<file path="config.mk">
export PLATFORM = sky130hd
export DESIGN_NAME = ipv4_tcp_payload_extract
export DESIGN_NICKNAME = d
export VERILOG_FILES = /design/src/rtl/iptpe_pkg.sv /design/src/rtl/iptpe_front.sv /design/src/rtl/iptpe_queue.sv /design/src/rtl/iptpe_back.sv /design/src/rtl/ipv4_tcp_payload_extract.sv
export SDC_FILE = /design/constraint.sdc
export NUM_CORES = 1
export LEC_CHECK = 0
export BUFFER_PORTS_ARGS = -buffer_cell sky130_fd_sc_hd__buf_4
export CAP_MARGIN = 20
export CORE_ASPECT_RATIO = 1.75
export CORE_MARGIN = 2
export CORE_UTILIZATION = 45
export DETAILED_ROUTE_END_ITERATION = 7
export REMOVE_ABC_BUFFERS = 1
export SLEW_MARGIN = 20
export SYNTH_ARGS = -nofsm -noshare
export SYNTH_HDL_FRONTEND = slang
export SYNTH_SLANG_ARGS = --single-unit
</file>
<file path="constraint.sdc">
create_clock -name clk -period 7.9 [get_ports clk]
set_clock_uncertainty 0.1 [all_clocks]
set_input_delay 1.185 -clock clk [delete_from_list [all_inputs] [get_ports clk]]
set_output_delay 1.185 -clock clk [all_outputs]
set_load 0.05 [all_outputs]
</file>
<file path="src/rtl/iptpe_pkg.sv">
`default_nettype none
package iptpe_pkg;

  // parse phases, one-hot
  typedef enum logic [4:0] {
    PH_IP_HDR  = 5'b00001,
    PH_IP_OPT  = 5'b00010,
    PH_TCP_HDR = 5'b00100,
    PH_TCP_OPT = 5'b01000,
    PH_PAYLOAD = 5'b10000
  } phase_t;

  localparam int unsigned IDX_W = 6;  // longest phase is 40 option bytes

  localparam logic [IDX_W:0] HDR_BYTES = 7'd20;
  localparam logic [3:0] MIN_WORDS = 4'd5;
  localparam logic [3:0] WORD_MASK = 4'h0f;

  // byte positions inside the fixed headers
  localparam logic [IDX_W-1:0] POS_IHL     = 6'd0;
  localparam logic [IDX_W-1:0] POS_LEN_HI  = 6'd2;
  localparam logic [IDX_W-1:0] POS_LEN_LO  = 6'd3;
  localparam logic [IDX_W-1:0] POS_SRC_LO  = 6'd12;
  localparam logic [IDX_W-1:0] POS_SRC_HI  = 6'd15;
  localparam logic [IDX_W-1:0] POS_DST_LO  = 6'd16;
  localparam logic [IDX_W-1:0] POS_DST_HI  = 6'd19;
  localparam logic [IDX_W-1:0] POS_TCP_OFF = 6'd12;

  typedef struct packed {
    logic [7:0] payload_byte;
    logic       last_of_packet;
  } q_entry_t;

  typedef struct packed {
    logic     valid;
    q_entry_t entry;
  } q_item_t;

  // header length field with short values raised to the minimum
  function automatic logic [3:0] eff_words(input logic [3:0] w);
    logic [3:0] v;
    v = w & WORD_MASK;
    return (v < MIN_WORDS) ? MIN_WORDS : v;
  endfunction

  // option bytes that follow a 20 byte fixed header
  function automatic logic [IDX_W-1:0] opt_bytes(input logic [3:0] w);
    logic [3:0] extra;
    extra = eff_words(w) - MIN_WORDS;
    return {extra, 2'b00};
  endfunction

endpackage
`default_nettype wire

</file>
<file path="src/rtl/iptpe_front.sv">
`default_nettype none
module iptpe_front (
  input  wire logic               clk,
  input  wire logic               rst,
  input  wire logic               in_fire,
  input  wire logic [7:0]         data_byte,
  output iptpe_pkg::q_item_t      push
);

  iptpe_pkg::phase_t phase, phase_next;
  logic [iptpe_pkg::IDX_W-1:0] idx, idx_next;
  logic [3:0]  header_words, header_words_next;
  logic [15:0] total_length, total_length_next;
  logic [3:0]  tcp_words, tcp_words_next;
  logic [31:0] packet_source, packet_source_next;
  logic [31:0] packet_dest, packet_dest_next;
  logic [31:0] flow_source, flow_source_next;
  logic [31:0] flow_dest, flow_dest_next;
  logic        flow_learned, flow_learned_next;
  logic [15:0] payload_left, payload_left_next;

  logic [iptpe_pkg::IDX_W:0]   idx_inc;
  logic [iptpe_pkg::IDX_W-1:0] hidx;
  logic [iptpe_pkg::IDX_W:0]   hdr_len;
  logic [15:0] hdr_len_w;
  logic [15:0] fin_left;
  logic        match;
  logic        last;

  assign idx_inc = {1'b0, idx} + 7'd1;
  assign hdr_len = {1'b0, iptpe_pkg::eff_words(header_words), 2'b00}
                 + {1'b0, iptpe_pkg::eff_words(tcp_words), 2'b00};
  assign hdr_len_w = {9'd0, hdr_len};
  assign fin_left = (total_length > hdr_len_w) ? (total_length - hdr_len_w) : 16'd0;
  assign match = (packet_source == flow_source) && (packet_dest == flow_dest);
  assign last = (payload_left <= 16'd1);
  // an unknown phase code restarts the IP header at its first byte
  assign hidx = (phase == iptpe_pkg::PH_IP_HDR) ? idx : '0;

  always_comb begin
    phase_next         = phase;
    idx_next           = idx;
    header_words_next  = header_words;
    total_length_next  = total_length;
    tcp_words_next     = tcp_words;
    packet_source_next = packet_source;
    packet_dest_next   = packet_dest;
    flow_source_next   = flow_source;
    flow_dest_next     = flow_dest;
    flow_learned_next  = flow_learned;
    payload_left_next  = payload_left;
    push.valid         = 1'b0;
    push.entry.payload_byte   = data_byte;
    push.entry.last_of_packet = last;

    unique case (phase)
      iptpe_pkg::PH_IP_OPT: begin
        if (idx_inc >= {1'b0, iptpe_pkg::opt_bytes(header_words)}) begin
          idx_next   = '0;
          phase_next = iptpe_pkg::PH_TCP_HDR;
        end else begin
          idx_next = idx_inc[iptpe_pkg::IDX_W-1:0];
        end
      end

      iptpe_pkg::PH_TCP_HDR: begin
        if (idx == iptpe_pkg::POS_TCP_OFF) begin
          tcp_words_next = data_byte[7:4];
        end
        if (idx_inc >= iptpe_pkg::HDR_BYTES) begin
          payload_left_next = fin_left;
          idx_next          = '0;
          if (iptpe_pkg::eff_words(tcp_words) > iptpe_pkg::MIN_WORDS) begin
            phase_next = iptpe_pkg::PH_TCP_OPT;
          end else if (fin_left != 16'd0) begin
            phase_next = iptpe_pkg::PH_PAYLOAD;
          end else begin
            phase_next = iptpe_pkg::PH_IP_HDR;
          end
        end else begin
          idx_next = idx_inc[iptpe_pkg::IDX_W-1:0];
        end
      end

      iptpe_pkg::PH_TCP_OPT: begin
        if (idx_inc >= {1'b0, iptpe_pkg::opt_bytes(tcp_words)}) begin
          idx_next   = '0;
          phase_next = (payload_left != 16'd0) ? iptpe_pkg::PH_PAYLOAD
                                               : iptpe_pkg::PH_IP_HDR;
        end else begin
          idx_next = idx_inc[iptpe_pkg::IDX_W-1:0];
        end
      end

      iptpe_pkg::PH_PAYLOAD: begin
        payload_left_next = last ? 16'd0 : (payload_left - 16'd1);
        if (last) begin
          idx_next   = '0;
          phase_next = iptpe_pkg::PH_IP_HDR;
        end
        push.valid = match;
      end

      default: begin
        if (hidx == iptpe_pkg::POS_IHL) begin
          header_words_next = data_byte[3:0];
        end else if (hidx == iptpe_pkg::POS_LEN_HI) begin
          total_length_next = {data_byte, total_length[7:0]};
        end else if (hidx == iptpe_pkg::POS_LEN_LO) begin
          total_length_next = {total_length[15:8], data_byte};
        end else if (hidx >= iptpe_pkg::POS_SRC_LO && hidx <= iptpe_pkg::POS_SRC_HI) begin
          packet_source_next = {packet_source[23:0], data_byte};
        end else if (hidx >= iptpe_pkg::POS_DST_LO && hidx <= iptpe_pkg::POS_DST_HI) begin
          packet_dest_next = {packet_dest[23:0], data_byte};
        end

        if (({1'b0, hidx} + 7'd1) >= iptpe_pkg::HDR_BYTES) begin
          // first packet fixes the flow, addresses swapped
          if (!flow_learned) begin
            flow_source_next  = packet_dest_next;
            flow_dest_next    = packet_source_next;
            flow_learned_next = 1'b1;
          end
          idx_next   = '0;
          phase_next = (iptpe_pkg::eff_words(header_words_next) > iptpe_pkg::MIN_WORDS)
                       ? iptpe_pkg::PH_IP_OPT : iptpe_pkg::PH_TCP_HDR;
        end else begin
          idx_next   = hidx + 6'd1;
          phase_next = iptpe_pkg::PH_IP_HDR;
        end
      end
    endcase

    if (!in_fire) begin
      push.valid = 1'b0;
    end
  end

  always_ff @(posedge clk) begin
    if (rst) begin
      phase         <= iptpe_pkg::PH_IP_HDR;
      idx           <= '0;
      header_words  <= '0;
      total_length  <= '0;
      tcp_words     <= '0;
      packet_source <= '0;
      packet_dest   <= '0;
      flow_source   <= '0;
      flow_dest     <= '0;
      flow_learned  <= 1'b0;
      payload_left  <= '0;
    end else if (in_fire) begin
      phase         <= phase_next;
      idx           <= idx_next;
      header_words  <= header_words_next;
      total_length  <= total_length_next;
      tcp_words     <= tcp_words_next;
      packet_source <= packet_source_next;
      packet_dest   <= packet_dest_next;
      flow_source   <= flow_source_next;
      flow_dest     <= flow_dest_next;
      flow_learned  <= flow_learned_next;
      payload_left  <= payload_left_next;
    end
  end

endmodule
`default_nettype wire

</file>
<file path="src/rtl/iptpe_queue.sv">
`default_nettype none
module iptpe_queue #(
  parameter int unsigned DEPTH = 4
) (
  input  wire logic               clk,
  input  wire logic               rst,
  input  wire iptpe_pkg::q_item_t push,
  input  wire logic               pop,
  output iptpe_pkg::q_item_t      head,
  output logic                    full
);

  localparam int unsigned AW = (DEPTH > 1) ? $clog2(DEPTH) : 1;

  iptpe_pkg::q_entry_t mem [DEPTH];
  logic [AW-1:0] wr_ptr, rd_ptr;
  logic [AW:0]   count;
  logic          do_push, do_pop;

  assign full       = (count == DEPTH[AW:0]);
  assign do_push    = push.valid && !full;
  assign do_pop     = pop && (count != '0);
  assign head.valid = (count != '0);
  assign head.entry = mem[rd_ptr];

  always_ff @(posedge clk) begin
    if (do_push) begin
      mem[wr_ptr] <= push.entry;
    end
  end

  always_ff @(posedge clk) begin
    if (rst) begin
      wr_ptr <= '0;
      rd_ptr <= '0;
      count  <= '0;
    end else begin
      if (do_push) begin
        wr_ptr <= (wr_ptr == AW'(DEPTH - 1)) ? '0 : wr_ptr + 1'b1;
      end
      if (do_pop) begin
        rd_ptr <= (rd_ptr == AW'(DEPTH - 1)) ? '0 : rd_ptr + 1'b1;
      end
      case ({do_push, do_pop})
        2'b10:   count <= count + 1'b1;
        2'b01:   count <= count - 1'b1;
        default: count <= count;
      endcase
    end
  end

endmodule
`default_nettype wire

</file>
<file path="src/rtl/iptpe_back.sv">
`default_nettype none
module iptpe_back (
  input  wire logic               clk,
  input  wire logic               rst,
  input  wire iptpe_pkg::q_item_t head,
  output logic                    pop,
  output logic                    out_valid,
  input  wire logic               out_ready,
  output logic [7:0]              payload_byte,
  output logic                    last_of_packet
);

  // refill the output register whenever it is empty or being taken
  assign pop = head.valid && (!out_valid || out_ready);

  always_ff @(posedge clk) begin
    if (rst) begin
      out_valid <= 1'b0;
    end else if (!out_valid || out_ready) begin
      out_valid <= head.valid;
    end
  end

  always_ff @(posedge clk) begin
    if (pop) begin
      payload_byte   <= head.entry.payload_byte;
      last_of_packet <= head.entry.last_of_packet;
    end
  end

endmodule
`default_nettype wire

</file>
<file path="src/rtl/ipv4_tcp_payload_extract.sv">
`default_nettype none
// Pulls TCP payload out of a raw stream of back-to-back IPv4+TCP packets, one
// byte per item, and passes on only the bytes of packets in the same direction
// as the first packet seen with its addresses swapped (server to client); the
// final payload byte of each such packet carries last_of_packet. Header length
// fields below 5 words count as 5 and a total length shorter than both headers
// gives an empty payload. One byte is taken every cycle while the queue has
// room: the header parser updates its counters and address registers as each
// byte is accepted, and a QUEUE_DEPTH entry queue plus an output register let
// the parser run on while the downstream side stalls. in_ready drops only
// when that queue is full. A payload byte is queued at its accepting edge and
// moves on to out_valid once the output register is empty or being taken.
module ipv4_tcp_payload_extract #(
  parameter int unsigned QUEUE_DEPTH = 4
) (
  input  wire logic       clk,
  input  wire logic       rst,
  input  wire logic       in_valid,
  output logic            in_ready,
  input  wire logic [7:0] data_byte,
  output logic            out_valid,
  input  wire logic       out_ready,
  output logic [7:0]      payload_byte,
  output logic            last_of_packet
);

  iptpe_pkg::q_item_t push;
  iptpe_pkg::q_item_t head;
  logic q_full;
  logic pop;
  logic in_fire;

  assign in_ready = !q_full;
  assign in_fire  = in_valid && in_ready;

  iptpe_front u_front (
    .clk       (clk),
    .rst       (rst),
    .in_fire   (in_fire),
    .data_byte (data_byte),
    .push      (push)
  );

  iptpe_queue #(
    .DEPTH (QUEUE_DEPTH)
  ) u_queue (
    .clk  (clk),
    .rst  (rst),
    .push (push),
    .pop  (pop),
    .head (head),
    .full (q_full)
  );

  iptpe_back u_back (
    .clk            (clk),
    .rst            (rst),
    .head           (head),
    .pop            (pop),
    .out_valid      (out_valid),
    .out_ready      (out_ready),
    .payload_byte   (payload_byte),
    .last_of_packet (last_of_packet)
  );

  // parser only emits for an accepted byte, and never into a full queue
  a_push_on_accept: assert property (@(posedge clk) disable iff (rst)
    push.valid |-> (in_valid && in_ready && !q_full))
    else $error("payload pushed without an accepted item");

  // the output register is only loaded from a non-empty queue
  a_pop_has_data: assert property (@(posedge clk) disable iff (rst)
    pop |-> head.valid)
    else $error("pop from empty queue");

  // nothing appears at the output straight after reset
  a_reset_empty: assert property (@(posedge clk)
    rst |=> !out_valid)
    else $error("output valid after reset");

endmodule
`default_nettype wire
</file>
==> impl_metrics.py, run 1 <==
metrics = {
    "power": {
        "clock_power_share_pct": 38.5,
        "power_frac_seq_pct": 42.4,
        "switchingPower_w": 0.000922,
        "power_density_nw_per_um2": 245,
        "internal_power_w": 0.00222,
        "p_leak_nw": 4.69,
        "p_sw_share_pct": 29.3,
        "vdd_drop_max_v": 0.000169,
        "p_comb_share_pct": 19.1,
    },
    "timing": {
        "setup-violations-final": 0,
        "tightestPinTransition_ns": 1.12,
        "finalCritPeriodShare_pct": 51.6,
        "fmax_ghz": 0.245,
        "whs_ns": 0.382,
        "hold_viol": 0,
        "drv_slew": 0,
        "setup_tns_ns": 0,
        "fin_crit_ns": 4.08,
        "rsz0062_at_grt": "false",
        "slew_headroom_pct": 25.4,
    },
    "detailed_routing": {
        "avgViaCountPerCell": 5.68,
        "ant_nets": 0,
        "drc": 0,
        "wl_per_cell_um": 19.0,
        "dr_total_vias": 8755,
        "drt-pass1-iter-count": 5,
        "dr.first_iter.drc_count": 508,
        "totalWireLength_mm": 29.3,
    },
    "synthesis": {
        "ys_ff_latch": 233,
        "synth_most_common_cell": "dfxtp_1",
        "synth.avg_cell_area_sq_um": 9.58,
        "yosysUniqueCellTypes": 76,
        "synth_compound_area_share_pct": 13.4,
        "synthMuxAreaShare_pct": 12.7,
        "synth_top_cell_area_share_pct": 32.2,
        "synth_area_sq_um": 11700,
        "synth_xor_area_share_pct": 6.60,
        "synthAdderAreaFrac_pct": 3.77,
        "synthSimpleGateAreaFrac_pct": 15.9,
        "async_flop_share_pct": 0,
        "synth_common_cells": "dfxtp_1 (188), nor2_1 (182), mux2i_1 (128)",
        "synth_top_area_cell": "dfxtp_1",
        "ys_seq_area_share_pct": 43.8,
        "yosysWarnings": 0,
        "synth_top_family_by_area": "simple AND/OR/NAND/NOR gates",
        "synth-edff-count": 45,
        "synth_flop_cell": "dfxtp_1",
        "netlist_instances": 1219,
        "ys_top_cells_by_area": "dfxtp_1 (32%), edfxtp_1 (12%), mux2i_1 (11%), nor2_1 (5.8%), xnor2_1 (4.8%)",
    },
    "flow_run": {
        "maxCapViolCount": 0,
    },
    "floorplan": {
        "coreArea_sq_um": 25800,
        "dieArea_sq_um": 27300,
        "start_util_pct": 45.3,
        "die_x_um": 126,
        "ios": 23,
        "die_h_um": 217,
        "num_rows": 78,
    },
    "placed_design": {
        "hpwl_mm": 20.0,
        "gp_congestion": 0.873,
        "port_buffers": 22,
    },
    "cts": {
        "ctsHoldBuffers": 0,
        "clk_pin_slew_ns": 0.07,
        "cts_resized": 0,
        "clock-sinks": 233,
        "cts_setup_buffers": 0,
        "htree_levels": 1,
        "numCtsBuffers": 24,
        "cts_tree": "yes",
        "ctsLongestPathBuffers": 3,
        "clkLatencyLatePin_ns": 0.53,
        "root_buffer": "clkbuf_16",
    },
    "final_layout": {
        "n_antenna_cell": 0,
        "drive_gt1_share_pct": 8.44,
        "num-nets-final": 1249,
        "syn2layout_area_growth_pct": 9.94,
    },
    "worst_setup_path": {
        "cp_data_arrival_time_ns": 4.42,
        "worstSetupPathType": "flop to flop",
        "endpoint_kind": "flop",
        "cp_max_fo": 7,
        "worstPathRequired_ns": 8.24,
        "cp-start-kind": "flop",
    },
    "global_routing": {
        "grt_max_degree": 105,
        "grtUsageTotal_pct": 21.3,
        "antenna_found_initial": 0,
        "grt-ovfl-total": 0,
        "grt_pass1_wl_mm": 46.8,
        "grt_pass1_vias": 8675,
    },
    "run_status": {
        "status": "completed",
    },
    "min_path": {
        "hp-class": "flop to flop",
    },
}
-- area by class of cell --
class | instances | area (sq um)
Fill cell | 2474 | 12900
Clock buffer | 37 | 751
Inverter | 27 | 101
Sequential cell | 233 | 5110
Timing Repair Buffer | 31 | 236
Multi-Input combinational cell | 886 | 6130
Clock inverter | 7 | 106
Tap cell | 320 | 400
-- layout by cell type, fill, tap and decap left out, types with 6 or more instances in the layout --
cell type / instances
and2_1: 12
nand2b_1: 8
nor3_1: 10
o21ai_0: 32
a21o_1: 7
nand4_1: 17
mux2i_1: 128
dfxtp_1: 188
nor4_1: 13
buf_4: 30
xor2_1: 24
xnor2_1: 64
a21oi_1: 65
mux4_2: 9
a211oi_1: 71
nand3_1: 9
o211ai_1: 7
or3_1: 6
inv_1: 27
ha_1: 32
edfxtp_1: 45
a31oi_1: 7
clkbuf_16: 25
nand2_1: 96
clkbuf_8: 8
nor2_1: 181
-- final timing paths --
check | startpoint | to | slack, ns | cells after the start
max | u_front.tcp_words[3]$_SDFFE_PP0P_ | u_front.payload_left[0]$_SDFFE_PP0P_ | 3.82 | 12
min | u_front.packet_source[29]$_SDFFE_PP0P_ | u_front.packet_source[29]$_SDFFE_PP0P_ | 0.38 | 2
max reg2reg | u_front.tcp_words[3]$_SDFFE_PP0P_ | u_front.payload_left[0]$_SDFFE_PP0P_ | 3.82 | 12
min reg2reg | u_front.packet_source[29]$_SDFFE_PP0P_ | u_front.packet_source[29]$_SDFFE_PP0P_ | 0.38 | 2
-- critical path, cell delays in order, from the launching register on --
cell and delay [ns]:
dfxtp_1 0.37, o21ai_0 0.54, xnor2_1 0.16, ha_1 0.23
o21ai_0 0.23, nand2_1 0.10, ha_1 0.35, nand2b_1 0.10
a21oi_1 0.44, o21ai_0 0.29, a31oi_1 0.66, a221oi_1 0.17
a211oi_1 0.24
-- power groups by stage --
| stage | sequential, W | clock (W) | combinational, W |
|---|---|---|---|
| final | 0.00133 | 0.00121 | 0.000599 |
| after global routing | 0.00134 | 0.00128 | 0.000650 |
| after floorplan | 0.00144 | 0 | 0.000326 |
| after CTS | 0.00133 | 0.00124 | 0.000604 |
| after global placement | 0.00136 | 0 | 0.000597 |
| after detailed placement | 0.00136 | 0 | 0.000602 |
-- metal layers --
metal,vias up,GRT usage [%],part of all wire (%)
li1,4329,-,-
met1,4213,23.1,39
met2,159,41.8,55
met3,54,2.26,2.9
met4,0,8.24,3.3
met5,-,0,0
-- registers in the layout, indices dropped and copies added, names as in the netlist, 6 cells and up --
| signal | flops |
|---|---|
| u_front.total_length | 16 |
| u_front.packet_source | 32 |
| u_front.flow_source | 32 |
| u_back.payload_byte | 8 |
| u_front.packet_dest | 32 |
| u_queue.mem | 36 |
| u_front.payload_left | 16 |
| u_front.flow_dest | 32 |
| u_front.idx | 6 |
-- stage by stage --
stage / util [%] / setup slack (ns) / cell area (sq um) / instances / total power, W
final: 49.8 / 3.82 / 12800 / 1541 / 0.00314
after global routing: 49.8 / 3.47 / 12800 / 1541 / 0.00327
after CTS: 49.8 / 3.87 / 12800 / 1541 / 0.00317
after detailed placement: 46.5 / 3.86 / 12000 / 1497 / 0.00196
after global placement: 46.5 / 3.90 / 12000 / 1497 / 0.00195
after floorplan: - / -1.00 / 11300 / 1146 / 0.00177
-- cells by family (layout without fill, tap and decap cells) --
kind of cell	count (synthesis)	after routing
xor gates and xnor gates	88	88
buffers and inverters	100	102
adders and majority gates	34	34
DFF	233	233
and+or+nand+nor	394	394
AOI/OAI and AO/OA	233	233
muxes	137	137
(Power assumes the default switching activity.)
==> inputs of run 2 (changes only) <==
==> constraint.sdc (replaced) <==
create_clock -name clk -period 3.55 [get_ports clk]
set_clock_uncertainty 0.1 [all_clocks]
set_input_delay 0.5325 -clock clk [delete_from_list [all_inputs] [get_ports clk]]
set_output_delay 0.5325 -clock clk [all_outputs]
set_load 0.05 [all_outputs]
==> run 2 against run 1 <==
Against the previous run:
- global-route usage grew 0.20 points
- utilization grew 1.4 points
- cell count grew 3.0%
- sequential power grew 120%
- power grew 120%
- combinational power grew 150%
- sequential share of layout area shrank 1.1 points
- non-clock buffer count grew 48
- final area grew 2.8%
- first-iteration DRC count shrank 9.4%
==> impl_metrics.py, run 2 (synthesized netlist as in run 1, its figures left out) <==
metrics = {
    "cts": {
        "root_buffer": "clkbuf_16",
        "clk_pin_slew_ns": 0.06,
        "numCtsBuffers": 23,
        "htree_levels": 1,
        "ctsHoldBuffers": 0,
        "ctsLongestPathBuffers": 3,
        "clock-sinks": 233,
        "cts_tree": "yes",
        "clkLatencyLatePin_ns": 0.53,
    },
    "floorplan": {
        "coreArea_sq_um": 25800,
        "start_util_pct": 45.3,
        "ios": 23,
        "num_rows": 78,
        "dieArea_sq_um": 27300,
        "die_h_um": 217,
        "die_x_um": 126,
    },
    "worst_setup_path": {
        "worstPathRequired_ns": 3.86,
        "max_stage_delay_ns": 0.37,
        "path_cells": "a21oi_1, or2_4, ha_2, a21o_1, a21oi_2, xor2_1, ha_1, and3_4, o21ai_2, a2111o_1, a21o_1, a2111oi_4, buf_4, a211oi_1, o221a_1",
        "crit_path_frequent_cell": "a21o_1",
        "r2r_start": "u_front.header_words[2]$_SDFFE_PP0P_",
        "cp_data_arrival_time_ns": 3.78,
        "endpoint_kind": "flop",
        "critPathLaunch": "u_front.header_words[2]$_SDFFE_PP0P_",
        "cp_max_fo": 5,
        "cp-start-kind": "flop",
        "reg2reg_depth": 15,
        "crit_slowest_cell": "ha_1",
        "worstSetupPathType": "flop to flop",
    },
    "global_routing": {
        "grtUsageTotal_pct": 21.5,
        "grt-ovfl-total": 0,
        "grt_pass1_wl_mm": 47.3,
        "antenna_found_initial": 0,
        "grt_max_degree": 158,
        "grt_pass1_vias": 8937,
    },
    "min_path": {
        "hp-start": "out_ready",
        "hp-class": "input pin to flop",
        "whs_path_depth": 4,
    },
    "power": {
        "finalPower_w": 0.00683,
        "vdd_drop_max_v": 0.000344,
        "power_density_nw_per_um2": 517,
        "p_leak_nw": 4.88,
    },
    "detailed_routing": {
        "avgViaCountPerCell": 5.62,
        "drt-pass1-iter-count": 5,
        "dr_total_vias": 8919,
        "dr.first_iter.drc_count": 460,
        "totalWireLength_mm": 29.6,
        "drc": 0,
        "ant_nets": 0,
        "wl_per_cell_um": 18.7,
    },
    "placed_design": {
        "hpwl_mm": 20.4,
        "port_buffers": 22,
        "gp_congestion": 0.892,
    },
    "final_layout": {
        "mostFrequentLayoutCells": "dfxtp_1 (184), nor2_1 (181), mux2i_1 (128)",
        "final_common_cell": "dfxtp_1",
        "largest_reg_flops": 36,
        "num-nets-final": 1296,
        "drive_gt1_share_pct": 12.9,
        "regMostFlops": "u_queue.mem",
        "syn2layout_area_growth_pct": 13.0,
        "n_antenna_cell": 0,
    },
    "timing": {
        "fmax_ghz": 0.289,
        "whs_ns": 0.181,
        "finalCritPeriodShare_pct": 97.6,
        "setup-violations-final": 0,
        "slew_headroom_pct": 47.8,
        "hold_viol": 0,
        "tightestPinTransition_ns": 0.782,
        "drv_slew": 0,
        "fin_crit_ns": 3.46,
    },
    "flow_run": {
        "maxCapViolCount": 0,
    },
    "run_status": {
        "status": "completed",
    },
}
## run 2: repair_timing
item	in CTS	in global routing
pin swaps	0	7
gates resized for setup	4	20
setup endpoints to repair	2	4
buffers inserted	0	0
gates cloned	0	0
## run 2: routing by layer
metal	track usage (%)	up-vias	wire, um
met2	41.2	119	16200
met1	23.1	4306	11300
met3	2.29	74	756
met5	0	-	0
met4	10.7	0	1320
li1	-	4420	-
## run 2: final cells by class
cell class              count  area (sq um)
well taps                 320           400
repair buffers             79           638
clock inverters             9          83.8
flip-flops and latches    233          5120
fillers                  2451         12600
clock buffers              33           643
inverters                  27           101
multi-input cells         886          6220
## run 2: per-stage QoR
stage	utilization, %	setup slack, ns	TNS (ns)	instance area, sq um	instances
2_1_floorplan	-	-5.35	-367.74	11300	1146
3_3_place_gp	48.1	-0.0655	-0.0655	12400	1545
3_5_place_dp	48.1	-0.122	-0.175	12400	1545
4_1_cts	50.9	0.0131	0	13100	1587
5_1_grt	51.2	-0.0514	-0.0576	13200	1587
6_report	51.2	0.0859	0	13200	1587
## run 2: worst paths after layout
check / slack [ns] / endpoint
setup reg to reg: 0.09 / u_front.phase[4]$_SDFFE_PP0P_
hold / removal: 0.18 / u_back.out_valid$_SDFFE_PP0N_
hold reg to reg: 0.38 / u_back.out_valid$_SDFFE_PP0N_
setup / recovery: 0.09 / u_front.phase[4]$_SDFFE_PP0P_
## run 2: worst max-delay path: cells and delay by family (launching register included)
family	cells	cell delay [ns]
buffers and inverters	1	0.16
flip-flops	1	0.34
XOR/XNOR	1	0.08
AO/OA/AOI/OAI	9	1.67
adder cells (fa/ha/maj)	2	0.55
AND/OR/NAND/NOR	2	0.46
## run 2: where the power goes
group	switching, W	internal (W)	total, W
Clock	0.00105	0.00134	0.00239
Sequential	0.000104	0.00285	0.00295
Combinational	0.000906	0.000580	0.00149
